File: config.mk
export PLATFORM = sky130hd
export DESIGN_NAME = unix_seconds_to_calendar
export DESIGN_NICKNAME = d
export VERILOG_FILES = /design/src/rtl/ustc_pkg.sv /design/src/rtl/ustc_day_split.sv /design/src/rtl/ustc_year_split.sv /design/src/rtl/ustc_month_weekday.sv /design/src/rtl/unix_seconds_to_calendar.sv
export SDC_FILE = /design/constraint.sdc
export NUM_CORES = 2
export LEC_CHECK = 0
export BUFFER_PORTS_ARGS = -buffer_cell sky130_fd_sc_hd__buf_2
export CORE_UTILIZATION = 55
export DETAILED_ROUTE_END_ITERATION = 10
export HOLD_SLACK_MARGIN = 0.08
export PLACE_DENSITY = 0.74
export SLEW_MARGIN = 30
export SYNTH_ARGS = -nofsm -noshare
export SYNTH_HDL_FRONTEND = slang
export SYNTH_SLANG_ARGS = --single-unit
File: constraint.sdc
create_clock -name clk -period 7.45 [get_ports clk]
set_input_delay 0.3725 -clock clk [delete_from_list [all_inputs] [get_ports clk]]
set_output_delay 0.3725 -clock clk [all_outputs]
set_load 0.03 [all_outputs]
File: src/rtl/ustc_pkg.sv
// Shared types, constants and helper functions for the Unix seconds to calendar decoder.
`default_nettype none

package ustc_pkg;

    typedef enum logic [1:0] {
        ST_OK       = 2'd0,
        ST_NEGATIVE = 2'd1,
        ST_RANGE    = 2'd2
    } status_t;

    // Seconds of one hour, signed, for the zone offset product.
    localparam logic signed [12:0] SECS_PER_HOUR_S = 13'sd3600;
    localparam logic [16:0]        SECS_PER_HOUR   = 17'd3600;
    localparam logic [16:0]        SECS_PER_DAY    = 17'd86400;

    // First shifted second whose day lies past 3200-01-01 (449249 days * 86400).
    localparam logic [39:0] SEC_LIMIT = 40'd38815113600;

    // 86400 = 2^7 * 675: shift off seven bits, then divide by 675 by reciprocal.
    localparam int          DAY_SHIFT       = 7;
    localparam logic [9:0]  DAY_DIV         = 10'd675;
    localparam logic [28:0] DAY_RECIP       = 29'd407226528;
    localparam int          DAY_RECIP_SHIFT = 38;

    localparam logic [19:0] DAYS_1600_TO_1970 = 20'd135140;
    localparam logic [19:0] LAST_DAY_NUMBER   = 20'd584388;
    localparam logic [19:0] DAYS_400Y         = 20'd146097;
    localparam logic [17:0] DAYS_100Y         = 18'd36524;
    localparam logic [15:0] DAYS_4Y           = 16'd1461;
    localparam logic [10:0] DAYS_1Y           = 11'd365;
    localparam logic [11:0] BASE_YEAR         = 12'd1600;

    // Reciprocals for the small constant divisions.
    localparam logic [12:0] HOUR_RECIP       = 13'd4661;   // /225 on seconds >> 4
    localparam int          HOUR_RECIP_SHIFT = 20;
    localparam logic [10:0] MIN_RECIP        = 11'd1093;   // /15 on seconds >> 2
    localparam int          MIN_RECIP_SHIFT  = 14;
    localparam logic [15:0] C4_RECIP         = 16'd45934;  // /1461
    localparam int          C4_RECIP_SHIFT   = 26;
    localparam logic [12:0] Y100_RECIP       = 13'd5243;   // /100
    localparam int          Y100_RECIP_SHIFT = 19;
    localparam logic [13:0] MOD7_RECIP       = 14'd9363;   // /7
    localparam int          MOD7_RECIP_SHIFT = 16;

    typedef struct packed {
        status_t     status;
        logic [19:0] day_num;   // days counted from 1600
        logic [16:0] sod;       // seconds within the day
    } day_split_t;

    typedef struct packed {
        status_t     status;
        logic [11:0] year;
        logic [8:0]  year_day;
        logic        leap;
        logic [4:0]  hour;
        logic [5:0]  minute;
        logic [5:0]  second;
    } ycal_t;

    typedef struct packed {
        status_t     status;
        logic [11:0] year;
        logic [3:0]  month_index;
        logic [4:0]  day_of_month;
        logic [4:0]  hour;
        logic [5:0]  minute;
        logic [5:0]  second;
        logic [2:0]  weekday;
        logic [8:0]  year_day;
    } result_t;

    // floor(3 * (m + 1) / 5) for the shifted month numbers 3 to 14
    function automatic logic [3:0] month_term(input logic [3:0] m);
        logic [3:0] r;
        case (m)
            4'd3:    r = 4'd2;
            4'd4:    r = 4'd3;
            4'd5:    r = 4'd3;
            4'd6:    r = 4'd4;
            4'd7:    r = 4'd4;
            4'd8:    r = 4'd5;
            4'd9:    r = 4'd6;
            4'd10:   r = 4'd6;
            4'd11:   r = 4'd7;
            4'd12:   r = 4'd7;
            4'd13:   r = 4'd8;
            4'd14:   r = 4'd9;
            default: r = 4'd0;
        endcase
        return r;
    endfunction

endpackage

`default_nettype wire

File: src/rtl/ustc_day_split.sv
// Offset add, range check and split of the shifted time into day number and second of day.
`default_nettype none

module ustc_day_split
    import ustc_pkg::*;
(
    input  wire logic               clk,
    input  wire logic               rst_n,
    input  wire logic signed [4:0]  tz_offset_hours,
    input  wire logic               in_valid,
    output logic                    in_stall,
    input  wire logic signed [39:0] epoch_seconds,
    output logic                    out_valid,
    input  wire logic               out_stall,
    output day_split_t              out_data
);

    logic [3:0] v_reg;
    logic [3:0] v_next;
    logic [3:0] adv;

    always_comb
    begin
        adv[3] = !v_reg[3] || !out_stall;
        for (int k = 2; k >= 0; k--)
        begin
            adv[k] = !v_reg[k] || adv[k+1];
        end
        v_next[0] = adv[0] ? in_valid : v_reg[0];
        for (int k = 1; k < 4; k++)
        begin
            v_next[k] = adv[k] ? v_reg[k-1] : v_reg[k];
        end
    end

    always_ff @(posedge clk or negedge rst_n)
    begin
        if (!rst_n)
        begin
            v_reg <= '0;
        end
        else
        begin
            v_reg <= v_next;
        end
    end

    assign in_stall  = !adv[0];
    assign out_valid = v_reg[3];

    // Stage 1: add the zone offset
    logic signed [17:0] offset_sec;
    logic signed [40:0] t_next;
    logic signed [40:0] t_reg;

    assign offset_sec = 18'(tz_offset_hours) * 18'(SECS_PER_HOUR_S);
    assign t_next     = 41'(epoch_seconds) + 41'(offset_sec);

    always_ff @(posedge clk)
    begin
        if (adv[0])
        begin
            t_reg <= t_next;
        end
    end

    // Stage 2: classify, force second 0 on error, estimate day count
    status_t     s2_status_next;
    logic [35:0] t_eff;
    logic [28:0] s2_x_next;
    logic [57:0] day_prod;
    logic [18:0] s2_qe_next;

    status_t     s2_status_reg;
    logic [28:0] s2_x_reg;
    logic [6:0]  s2_low_reg;
    logic [18:0] s2_qe_reg;

    always_comb
    begin
        if (t_reg[40])
        begin
            s2_status_next = ST_NEGATIVE;
        end
        else if (t_reg[39:0] >= SEC_LIMIT)
        begin
            s2_status_next = ST_RANGE;
        end
        else
        begin
            s2_status_next = ST_OK;
        end
        t_eff      = (s2_status_next == ST_OK) ? t_reg[35:0] : '0;
        s2_x_next  = t_eff[35:DAY_SHIFT];
        day_prod   = 58'(s2_x_next) * 58'(DAY_RECIP);
        s2_qe_next = 19'(day_prod >> DAY_RECIP_SHIFT);
    end

    always_ff @(posedge clk)
    begin
        if (adv[1])
        begin
            s2_status_reg <= s2_status_next;
            s2_x_reg      <= s2_x_next;
            s2_low_reg    <= t_eff[DAY_SHIFT-1:0];
            s2_qe_reg     <= s2_qe_next;
        end
    end

    // Stage 3: remainder of the estimate, below twice the divisor
    logic [10:0] s3_r_next;
    status_t     s3_status_reg;
    logic [18:0] s3_qe_reg;
    logic [10:0] s3_r_reg;
    logic [6:0]  s3_low_reg;

    assign s3_r_next = 11'(s2_x_reg - 29'(s2_qe_reg) * 29'(DAY_DIV));

    always_ff @(posedge clk)
    begin
        if (adv[2])
        begin
            s3_status_reg <= s2_status_reg;
            s3_qe_reg     <= s2_qe_reg;
            s3_r_reg      <= s3_r_next;
            s3_low_reg    <= s2_low_reg;
        end
    end

    // Stage 4: correct by one, rebase the day to 1600
    logic        fix;
    logic [18:0] q_days;
    logic [9:0]  r_fixed;
    day_split_t  out_next;
    day_split_t  out_reg;

    always_comb
    begin
        fix              = s3_r_reg >= 11'(DAY_DIV);
        q_days           = s3_qe_reg + 19'(fix);
        r_fixed          = fix ? 10'(s3_r_reg - 11'(DAY_DIV)) : s3_r_reg[9:0];
        out_next.status  = s3_status_reg;
        out_next.day_num = 20'(q_days) + DAYS_1600_TO_1970;
        out_next.sod     = {r_fixed, s3_low_reg};
    end

    always_ff @(posedge clk)
    begin
        if (adv[3])
        begin
            out_reg <= out_next;
        end
    end

    assign out_data = out_reg;

    a_split_range: assert property (@(posedge clk) disable iff (!rst_n)
        out_valid |-> (out_data.sod < SECS_PER_DAY) && (out_data.day_num <= LAST_DAY_NUMBER)
                      && (out_data.day_num >= DAYS_1600_TO_1970))
        else $error("day split out of range");

endmodule

`default_nettype wire

File: src/rtl/ustc_year_split.sv
// Year cycles from the day number and hour, minute, second from the second of day.
`default_nettype none

module ustc_year_split
    import ustc_pkg::*;
(
    input  wire logic       clk,
    input  wire logic       rst_n,
    input  wire logic       in_valid,
    output logic            in_stall,
    input  wire day_split_t in_data,
    output logic            out_valid,
    input  wire logic       out_stall,
    output ycal_t           out_data
);

    logic [4:0] v_reg;
    logic [4:0] v_next;
    logic [4:0] adv;

    always_comb
    begin
        adv[4] = !v_reg[4] || !out_stall;
        for (int k = 3; k >= 0; k--)
        begin
            adv[k] = !v_reg[k] || adv[k+1];
        end
        v_next[0] = adv[0] ? in_valid : v_reg[0];
        for (int k = 1; k < 5; k++)
        begin
            v_next[k] = adv[k] ? v_reg[k-1] : v_reg[k];
        end
    end

    always_ff @(posedge clk or negedge rst_n)
    begin
        if (!rst_n)
        begin
            v_reg <= '0;
        end
        else
        begin
            v_reg <= v_next;
        end
    end

    assign in_stall  = !adv[0];
    assign out_valid = v_reg[4];

    // Stage 1: 400-year cycles, hour
    logic [1:0]  c400_next;
    logic [19:0] d1_full;
    logic [25:0] hour_prod;
    status_t     y1_status_reg;
    logic [1:0]  y1_c400_reg;
    logic [17:0] y1_d1_reg;
    logic [16:0] y1_sod_reg;
    logic [4:0]  y1_hh_reg;

    always_comb
    begin
        if (in_data.day_num >= 20'd366 + 20'd3 * DAYS_400Y)
        begin
            c400_next = 2'd3;
        end
        else if (in_data.day_num >= 20'd366 + 20'd2 * DAYS_400Y)
        begin
            c400_next = 2'd2;
        end
        else if (in_data.day_num >= 20'd366 + DAYS_400Y)
        begin
            c400_next = 2'd1;
        end
        else
        begin
            c400_next = 2'd0;
        end
        d1_full   = in_data.day_num - 20'(c400_next) * DAYS_400Y;
        hour_prod = 26'(in_data.sod[16:4]) * 26'(HOUR_RECIP);
    end

    always_ff @(posedge clk)
    begin
        if (adv[0])
        begin
            y1_status_reg <= in_data.status;
            y1_c400_reg   <= c400_next;
            y1_d1_reg     <= d1_full[17:0];
            y1_sod_reg    <= in_data.sod;
            y1_hh_reg     <= 5'(hour_prod >> HOUR_RECIP_SHIFT);
        end
    end

    // Stage 2: 100-year cycles, seconds within the hour
    logic [2:0]  c100_next;
    status_t     y2_status_reg;
    logic [1:0]  y2_c400_reg;
    logic [2:0]  y2_c100_reg;
    logic [15:0] y2_d2_reg;
    logic [4:0]  y2_hh_reg;
    logic [11:0] y2_rem_reg;

    always_comb
    begin
        if (y1_d1_reg >= 18'd1 + 18'd4 * DAYS_100Y)
        begin
            c100_next = 3'd4;
        end
        else if (y1_d1_reg >= 18'd1 + 18'd3 * DAYS_100Y)
        begin
            c100_next = 3'd3;
        end
        else if (y1_d1_reg >= 18'd1 + 18'd2 * DAYS_100Y)
        begin
            c100_next = 3'd2;
        end
        else if (y1_d1_reg >= 18'd1 + DAYS_100Y)
        begin
            c100_next = 3'd1;
        end
        else
        begin
            c100_next = 3'd0;
        end
    end

    always_ff @(posedge clk)
    begin
        if (adv[1])
        begin
            y2_status_reg <= y1_status_reg;
            y2_c400_reg   <= y1_c400_reg;
            y2_c100_reg   <= c100_next;
            y2_d2_reg     <= 16'(y1_d1_reg - 18'(c100_next) * DAYS_100Y);
            y2_hh_reg     <= y1_hh_reg;
            y2_rem_reg    <= 12'(y1_sod_reg - 17'(y1_hh_reg) * SECS_PER_HOUR);
        end
    end

    // Stage 3: 4-year cycles (a negative quotient truncates to zero), minute
    logic [15:0] x4;
    logic [31:0] c4_prod;
    logic [20:0] min_prod;
    status_t     y3_status_reg;
    logic [1:0]  y3_c400_reg;
    logic [2:0]  y3_c100_reg;
    logic [4:0]  y3_c4_reg;
    logic [15:0] y3_d2_reg;
    logic [4:0]  y3_hh_reg;
    logic [5:0]  y3_mm_reg;
    logic [11:0] y3_rem_reg;

    always_comb
    begin
        x4       = (y2_d2_reg >= 16'd366) ? y2_d2_reg - 16'd366 : '0;
        c4_prod  = 32'(x4) * 32'(C4_RECIP);
        min_prod = 21'(y2_rem_reg[11:2]) * 21'(MIN_RECIP);
    end

    always_ff @(posedge clk)
    begin
        if (adv[2])
        begin
            y3_status_reg <= y2_status_reg;
            y3_c400_reg   <= y2_c400_reg;
            y3_c100_reg   <= y2_c100_reg;
            y3_c4_reg     <= 5'(c4_prod >> C4_RECIP_SHIFT);
            y3_d2_reg     <= y2_d2_reg;
            y3_hh_reg     <= y2_hh_reg;
            y3_mm_reg     <= 6'(min_prod >> MIN_RECIP_SHIFT);
            y3_rem_reg    <= y2_rem_reg;
        end
    end

    // Stage 4: days within the 4-year cycle, second
    status_t     y4_status_reg;
    logic [1:0]  y4_c400_reg;
    logic [2:0]  y4_c100_reg;
    logic [4:0]  y4_c4_reg;
    logic [10:0] y4_d3_reg;
    logic [4:0]  y4_hh_reg;
    logic [5:0]  y4_mm_reg;
    logic [5:0]  y4_ss_reg;

    always_ff @(posedge clk)
    begin
        if (adv[3])
        begin
            y4_status_reg <= y3_status_reg;
            y4_c400_reg   <= y3_c400_reg;
            y4_c100_reg   <= y3_c100_reg;
            y4_c4_reg     <= y3_c4_reg;
            y4_d3_reg     <= 11'(y3_d2_reg - 16'(y3_c4_reg) * DAYS_4Y);
            y4_hh_reg     <= y3_hh_reg;
            y4_mm_reg     <= y3_mm_reg;
            y4_ss_reg     <= 6'(y3_rem_reg - 12'(y3_mm_reg) * 12'd60);
        end
    end

    // Stage 5: single years, leap flag, full year
    logic [2:0]  c1;
    logic [10:0] d4;
    ycal_t       out_next;
    ycal_t       out_reg;

    always_comb
    begin
        out_next = '0;
        if (y4_c100_reg == 3'd4)
        begin
            c1            = 3'd0;
            d4            = y4_d3_reg;
            out_next.leap = 1'b1;
        end
        else if (y4_d3_reg <= 11'd4 * DAYS_1Y)
        begin
            if (y4_d3_reg >= 11'd1 + 11'd3 * DAYS_1Y)
            begin
                c1 = 3'd3;
            end
            else if (y4_d3_reg >= 11'd1 + 11'd2 * DAYS_1Y)
            begin
                c1 = 3'd2;
            end
            else if (y4_d3_reg >= 11'd1 + DAYS_1Y)
            begin
                c1 = 3'd1;
            end
            else
            begin
                c1 = 3'd0;
            end
            d4            = y4_d3_reg - 11'(c1) * DAYS_1Y;
            out_next.leap = 1'b0;
        end
        else
        begin
            c1            = 3'd4;
            d4            = y4_d3_reg - 11'd4 * DAYS_1Y;
            out_next.leap = 1'b1;
        end
        out_next.status   = y4_status_reg;
        out_next.year     = BASE_YEAR + 12'(y4_c400_reg) * 12'd400
                            + 12'(y4_c100_reg) * 12'd100 + 12'(y4_c4_reg) * 12'd4 + 12'(c1);
        out_next.year_day = d4[8:0];
        out_next.hour     = y4_hh_reg;
        out_next.minute   = y4_mm_reg;
        out_next.second   = y4_ss_reg;
    end

    always_ff @(posedge clk)
    begin
        if (adv[4])
        begin
            out_reg <= out_next;
        end
    end

    assign out_data = out_reg;

    a_year_fields: assert property (@(posedge clk) disable iff (!rst_n)
        out_valid |-> (out_data.year_day >= 9'd1) && (out_data.year_day <= 9'd366)
                      && (out_data.hour < 5'd24) && (out_data.minute < 6'd60)
                      && (out_data.second < 6'd60))
        else $error("year split field out of range");

endmodule

`default_nettype wire

File: src/rtl/ustc_month_weekday.sv
// Month and day of month from the day of year, then the weekday congruence.
`default_nettype none

module ustc_month_weekday
    import ustc_pkg::*;
(
    input  wire logic  clk,
    input  wire logic  rst_n,
    input  wire logic  in_valid,
    output logic       in_stall,
    input  wire ycal_t in_data,
    output logic       out_valid,
    input  wire logic  out_stall,
    output result_t    out_data
);

    logic [4:0] v_reg;
    logic [4:0] v_next;
    logic [4:0] adv;

    always_comb
    begin
        adv[4] = !v_reg[4] || !out_stall;
        for (int k = 3; k >= 0; k--)
        begin
            adv[k] = !v_reg[k] || adv[k+1];
        end
        v_next[0] = adv[0] ? in_valid : v_reg[0];
        for (int k = 1; k < 5; k++)
        begin
            v_next[k] = adv[k] ? v_reg[k-1] : v_reg[k];
        end
    end

    always_ff @(posedge clk or negedge rst_n)
    begin
        if (!rst_n)
        begin
            v_reg <= '0;
        end
        else
        begin
            v_reg <= v_next;
        end
    end

    assign in_stall  = !adv[0];
    assign out_valid = v_reg[4];

    // Stage 1: month decode and the shifted month and year of the congruence
    logic [8:0]  dd;
    logic [3:0]  mon;
    logic [3:0]  m_adj;
    logic [11:0] y_adj;
    result_t     m1_res_next;
    result_t     m1_res_reg;
    logic [8:0]  m1_dom_reg;
    logic [3:0]  m1_m_reg;
    logic [11:0] m1_y_reg;

    always_comb
    begin
        dd = in_data.year_day - 9'(in_data.leap);
        if (dd <= 9'd181)
        begin
            if (dd <= 9'd90)
            begin
                if (dd <= 9'd59)
                begin
                    dd = dd + 9'(in_data.leap);
                    if (dd <= 9'd31)
                    begin
                        mon = 4'd0;
                    end
                    else
                    begin
                        dd  = dd - 9'd31;
                        mon = 4'd1;
                    end
                end
                else
                begin
                    dd  = dd - 9'd59;
                    mon = 4'd2;
                end
            end
            else
            begin
                dd = dd - 9'd90;
                if (dd <= 9'd30)
                begin
                    mon = 4'd3;
                end
                else
                begin
                    dd = dd - 9'd30;
                    if (dd <= 9'd31)
                    begin
                        mon = 4'd4;
                    end
                    else
                    begin
                        dd  = dd - 9'd31;
                        mon = 4'd5;
                    end
                end
            end
        end
        else
        begin
            dd = dd - 9'd181;
            if (dd <= 9'd92)
            begin
                if (dd <= 9'd62)
                begin
                    if (dd <= 9'd31)
                    begin
                        mon = 4'd6;
                    end
                    else
                    begin
                        dd  = dd - 9'd31;
                        mon = 4'd7;
                    end
                end
                else
                begin
                    dd  = dd - 9'd62;
                    mon = 4'd8;
                end
            end
            else
            begin
                dd = dd - 9'd92;
                if (dd <= 9'd61)
                begin
                    if (dd <= 9'd31)
                    begin
                        mon = 4'd9;
                    end
                    else
                    begin
                        dd  = dd - 9'd31;
                        mon = 4'd10;
                    end
                end
                else
                begin
                    dd  = dd - 9'd61;
                    mon = 4'd11;
                end
            end
        end

        // January and February count as months 13 and 14 of the year before
        m_adj = mon + 4'd1;
        y_adj = in_data.year;
        if (m_adj <= 4'd2)
        begin
            m_adj = m_adj + 4'd12;
            y_adj = in_data.year - 12'd1;
        end

        m1_res_next              = '0;
        m1_res_next.status       = in_data.status;
        m1_res_next.year         = in_data.year;
        m1_res_next.month_index  = mon;
        m1_res_next.day_of_month = dd[4:0];
        m1_res_next.hour         = in_data.hour;
        m1_res_next.minute       = in_data.minute;
        m1_res_next.second       = in_data.second;
        m1_res_next.year_day     = in_data.year_day;
    end

    always_ff @(posedge clk)
    begin
        if (adv[0])
        begin
            m1_res_reg <= m1_res_next;
            m1_dom_reg <= dd;
            m1_m_reg   <= m_adj;
            m1_y_reg   <= y_adj;
        end
    end

    // Stage 2: year / 100
    logic [24:0] y100_prod;
    result_t     m2_res_reg;
    logic [8:0]  m2_dom_reg;
    logic [3:0]  m2_m_reg;
    logic [11:0] m2_y_reg;
    logic [5:0]  m2_y100_reg;

    assign y100_prod = 25'(m1_y_reg) * 25'(Y100_RECIP);

    always_ff @(posedge clk)
    begin
        if (adv[1])
        begin
            m2_res_reg  <= m1_res_reg;
            m2_dom_reg  <= m1_dom_reg;
            m2_m_reg    <= m1_m_reg;
            m2_y_reg    <= m1_y_reg;
            m2_y100_reg <= 6'(y100_prod >> Y100_RECIP_SHIFT);
        end
    end

    // Stage 3: congruence sum; y / 400 is (y / 100) / 4
    logic [12:0] sum_next;
    result_t     m3_res_reg;
    logic [12:0] m3_sum_reg;

    assign sum_next = 13'(m2_dom_reg) + 13'({m2_m_reg, 1'b0}) + 13'(month_term(m2_m_reg))
                      + 13'(m2_y_reg) + 13'(m2_y_reg[11:2]) - 13'(m2_y100_reg)
                      + 13'(m2_y100_reg[5:2]) + 13'd1;

    always_ff @(posedge clk)
    begin
        if (adv[2])
        begin
            m3_res_reg <= m2_res_reg;
            m3_sum_reg <= sum_next;
        end
    end

    // Stage 4: sum / 7
    logic [26:0] mod7_prod;
    result_t     m4_res_reg;
    logic [12:0] m4_sum_reg;
    logic [9:0]  m4_q7_reg;

    assign mod7_prod = 27'(m3_sum_reg) * 27'(MOD7_RECIP);

    always_ff @(posedge clk)
    begin
        if (adv[3])
        begin
            m4_res_reg <= m3_res_reg;
            m4_sum_reg <= m3_sum_reg;
            m4_q7_reg  <= 10'(mod7_prod >> MOD7_RECIP_SHIFT);
        end
    end

    // Stage 5: remainder is the weekday; output register
    result_t out_next;
    result_t out_reg;

    always_comb
    begin
        out_next         = m4_res_reg;
        out_next.weekday = 3'(m4_sum_reg - 13'(m4_q7_reg) * 13'd7);
    end

    always_ff @(posedge clk)
    begin
        if (adv[4])
        begin
            out_reg <= out_next;
        end
    end

    assign out_data = out_reg;

    a_month_week: assert property (@(posedge clk) disable iff (!rst_n)
        out_valid |-> (out_data.weekday < 3'd7) && (out_data.month_index < 4'd12)
                      && (out_data.day_of_month >= 5'd1))
        else $error("month or weekday out of range");

endmodule

`default_nettype wire

File: src/rtl/unix_seconds_to_calendar.sv
// Top level of the Unix seconds to calendar decoder: zone register and the three pipeline parts.
`default_nettype none

// The pipeline has 14 register stages between an accepted item and its result.
// It takes one item per cycle while no stall holds it, with a valid bit per stage.
// A stage loads whenever it is empty or its item moves on, so bubbles close up under stall.
// Reset clears all stage valid bits and loads the zone offset with +8 hours.
// The zone register takes a write in every cycle (cfg_ready is always high).

module unix_seconds_to_calendar
    import ustc_pkg::*;
(
    input  wire logic               clk,
    input  wire logic               rst_n,

    // zone offset register write
    input  wire logic               cfg_valid,
    output logic                    cfg_ready,
    input  wire logic signed [4:0]  cfg_data,

    // input items
    input  wire logic               epoch_valid,
    output logic                    epoch_stall,
    input  wire logic signed [39:0] epoch_seconds,

    // result items
    output logic                    result_valid,
    input  wire logic               result_stall,
    output logic [11:0]             year,
    output logic [3:0]              month_index,
    output logic [4:0]              day_of_month,
    output logic [4:0]              hour,
    output logic [5:0]              minute,
    output logic [5:0]              second,
    output logic [2:0]              weekday,
    output logic [8:0]              year_day,
    output logic [1:0]              status
);

    // Zone offset in whole hours; any 5-bit value is used as written.
    logic signed [4:0] tz_offset_hours_reg;

    assign cfg_ready = 1'b1;

    always_ff @(posedge clk or negedge rst_n)
    begin
        if (!rst_n)
        begin
            tz_offset_hours_reg <= 5'sd8;
        end
        else if (cfg_valid && cfg_ready)
        begin
            tz_offset_hours_reg <= cfg_data;
        end
    end

    // Part 1: offset, range check, divide by the seconds of a day (4 stages).
    // An out-of-range time is replaced by second 0 here, so the later parts
    // decode 1970-01-01 00:00:00 for it without any special path.
    logic       ds_valid;
    logic       ds_stall;
    day_split_t ds_data;

    ustc_day_split u_day_split (
        .clk             (clk),
        .rst_n           (rst_n),
        .tz_offset_hours (tz_offset_hours_reg),
        .in_valid        (epoch_valid),
        .in_stall        (epoch_stall),
        .epoch_seconds   (epoch_seconds),
        .out_valid       (ds_valid),
        .out_stall       (ds_stall),
        .out_data        (ds_data)
    );

    // Part 2: 400-, 100-, 4- and 1-year cycles in parallel with h:m:s (5 stages).
    logic  ys_valid;
    logic  ys_stall;
    ycal_t ys_data;

    ustc_year_split u_year_split (
        .clk       (clk),
        .rst_n     (rst_n),
        .in_valid  (ds_valid),
        .in_stall  (ds_stall),
        .in_data   (ds_data),
        .out_valid (ys_valid),
        .out_stall (ys_stall),
        .out_data  (ys_data)
    );

    // Part 3: month, day of month and weekday (5 stages, last is the output register).
    result_t res;

    ustc_month_weekday u_month_weekday (
        .clk       (clk),
        .rst_n     (rst_n),
        .in_valid  (ys_valid),
        .in_stall  (ys_stall),
        .in_data   (ys_data),
        .out_valid (result_valid),
        .out_stall (result_stall),
        .out_data  (res)
    );

    assign year         = res.year;
    assign month_index  = res.month_index;
    assign day_of_month = res.day_of_month;
    assign hour         = res.hour;
    assign minute       = res.minute;
    assign second       = res.second;
    assign weekday      = res.weekday;
    assign year_day     = res.year_day;
    assign status       = res.status;

    // An error item carries the decoding of second 0.
    a_error_epoch: assert property (@(posedge clk) disable iff (!rst_n)
        (result_valid && (res.status != ST_OK)) |->
            (year == 12'd1970) && (month_index == 4'd0) && (day_of_month == 5'd1)
            && (hour == 5'd0) && (minute == 6'd0) && (second == 6'd0)
            && (weekday == 3'd4) && (year_day == 9'd1))
        else $error("error item does not decode second 0");

endmodule

`default_nettype wire
==> out/qor.yml <==
ios: 105
fin_worst_skew_ps: 45.6
rrSetupSlack_ps: -250
ys_seq_area_frac: 0.357
dieHeight_um: 327
fin_cells: 6907
synthToLayoutAreaGrowth_pct: 14.4
die-area_um2: 107000
critPathSlowestCell: "fa_1"
via_count: 36800
die_x_um: 327
drt_iter0_drc: 1918
rsz0062_at_grt: "true"
critPathCapture: "u_day_split.s2_qe_reg[9]"
ys_types: 119
postPlaceCellArea_um2: 62200
synth_cells: 4964
core_um2: 104000
end_kind: "register"
worst_slack_ps: -250
timing.final.crit_share: 1.03
clk_pin_slew_ps: 60
grt_use_total: 0.229
max_slew.worst_pin.slew_ps: 919
timing.hold.ws_ps: 133
cts.sinks: 694
path_common_cell: "fa_1"
yosysWarnings: 0
worst-path-max-fanout: 8
met1_length_mm: 50.8
antenna_found_initial: 6
ys_ff_latch: 694
violations: "negative setup slack"
drv_cap: 0
timing.rr.start: "u_day_split.t_reg[12]"
criticalPathCategory: "reg2reg"
worst_r2r_endpoint: "u_day_split.s2_qe_reg[9]"
critPathRequiredTime_ps: 7830
fin_nets: 6976
crit_arrival_ps: 8080
drc: 0
min_path_cells: 2
dr.max_layer_used: "met4"
wl_met2_mm: 61.0
routed_wl_mm: 119
min_period_ps: 7700
worstSkewPairLatency_ps: 660
cts_buffers: 74
cts_max_level: 3
firstDrtPassIters: 5
crit_start: "u_day_split.t_reg[12]"
fmax_mhz: 130
status: "finished, violations left"
start_util: 0.558
crit_path_max_incr_delay_ps: 550
rr_worst_depth: 31
synth-edff-count: 671
async_reset_ff_frac: 0.0274
hold_path_class: "in2reg"
cts_buffer_depth: 3
slew_headroom: 0.385
num_rows: 118
viasPerCell: 5.33
synth-main-ff-cell: "edfxtp_1"
hold_viol_final: 0
grt_max_degree: 61
final_cell_mix: "inv_1, ha_1, edfxtp_1"
grt_pass1_vias: 38600
port_buffers: 103
cts_tree: "done"
design_area_um2: 66300
post_drt_wl_per_cell_um: 17.3
netlist_area_um2: 58000
syn_avg_cell_area_um2: 11.7
report.final.slew_viol_count: 0
cp-start-kind: "register"
dr_wl_met3_mm: 4.33
drive_gt1_frac: 0.147
hpwl_mm: 94.9
dp_cells: 6673
setup_viol_count_final: 16
final_antenna_net_count: 0
grt_pass1_wl_mm: 196
cts_root_buf: "clkbuf_16"
final_common_cell: "inv_1"
tns_ps: -2140
gp_congestion: 0.910
largest_reg_flops: 52
grt-ovfl-total: 0
[worst max-delay path, delay by kind of cell (launching register included)]
kind / cells / cell delay (ps)
simple gates: 5 / 1190
buf+inv: 8 / 720
fa+ha+maj: 8 / 3190
flops: 1 / 410
xor+xnor: 1 / 50
compound gates: 9 / 1900
[Yosys cell counts (9+ instances only)]
library cell  instances  area, µm²
clkbuf_1             29        109
a41oi_1               9       78.8
nor4_1               20        125
nand3_1              58        290
a21boi_0             13       97.6
fa_1                473       9470
a21oi_1             191        956
edfxtp_1            671      20100
a21o_1               91        683
or4_1                10       75.1
dfrtp_1              18        450
o2111ai_1             9       78.8
a211oi_1             15        113
o21bai_1             32        240
a31oi_1              27        169
nor3_1               61        305
o211ai_1             11       82.6
nand4_1              24        150
inv_1              1003       3760
or2_2                20        125
nand2b_1             56        350
and2_1               41        257
nand2_1             167        627
nor2b_1              38        238
o21ai_0             129        646
o21a_1               34        255
and3_1               21        131
or3_1                11       68.8
nor2_1              161        604
xnor2_1             204       1790
a31o_2               12        105
mux2i_1              18        180
ha_1                993      12400
o31ai_1              10       75.1
xor2_1               86        753
[cells by family (layout without fill, tap and decap cells)]
family | Yosys count | count (layout) | synth area share
xor+xnor | 297 | 297 | 0.0459
buf+inv | 1054 | 1609 | 0.0701
flops | 694 | 694 | 0.357
simple gates | 752 | 752 | 0.0681
mux | 25 | 25 | 0.00466
other cells | 2 | 9 | 0.000130
compound gates | 674 | 675 | 0.0762
fa+ha+maj | 1466 | 1466 | 0.378
[worst min-delay path by stage]
stage                              startpoint                        end  slack, ps
floorplan                               rst_n     tz_offset_hours_reg[0]         80
global placement    u_year_split.y4_ss_reg[4]   u_year_split.out_data[4]        400
detailed placement  u_day_split.s2_qe_reg[13]  u_day_split.s3_qe_reg[13]        400
CTS                                 cfg_valid     tz_offset_hours_reg[3]        110
global route                        cfg_valid     tz_offset_hours_reg[0]        160
finish                              cfg_valid     tz_offset_hours_reg[3]        130
[layout make-up]
class                           count  area, µm²
Fill cell                        7832      37600
Sequential cell                   694      20700
Clock inverter                     50        596
Tap cell                         1380       1730
Clock buffer                       87       1900
Timing Repair Buffer              466       3500
Inverter                         1006       3790
Multi-Input combinational cell   3218      34100
Antenna cell                        6       15.0
[per-stage QoR]
| stage | setup slack, ps | utilization |
|---|---|---|
| after global routing | -505 | 0.638 |
| after detailed placement | -711 | 0.598 |
| after floorplan | -20.0 | - |
| final | -250 | 0.638 |
| after global placement | -568 | 0.598 |
| after CTS | -218 | 0.634 |
[what timing repair did]
item                                    CTS  global route
cloned                                    2             0
hold buffers                             17             0
pin swaps                               118            63
endpoints found under the setup margin   22            24
endpoints found under the hold margin    30             0
gates resized for setup                 111            53
buffers inserted                         61            16
[per-layer routing]
| metal | global-route usage | up-vias |
|---|---|---|
| met4 | 0.0655 | 0 |
| met2 | 0.410 | 661 |
| met1 | 0.292 | 18000 |
| li1 | - | 17900 |
| met5 | 0 | - |
| met3 | 0.0259 | 200 |
Power is left out: the tool's default activity adds up to more than one toggle a clock period on the data nets, which glitch-free logic cannot reach.
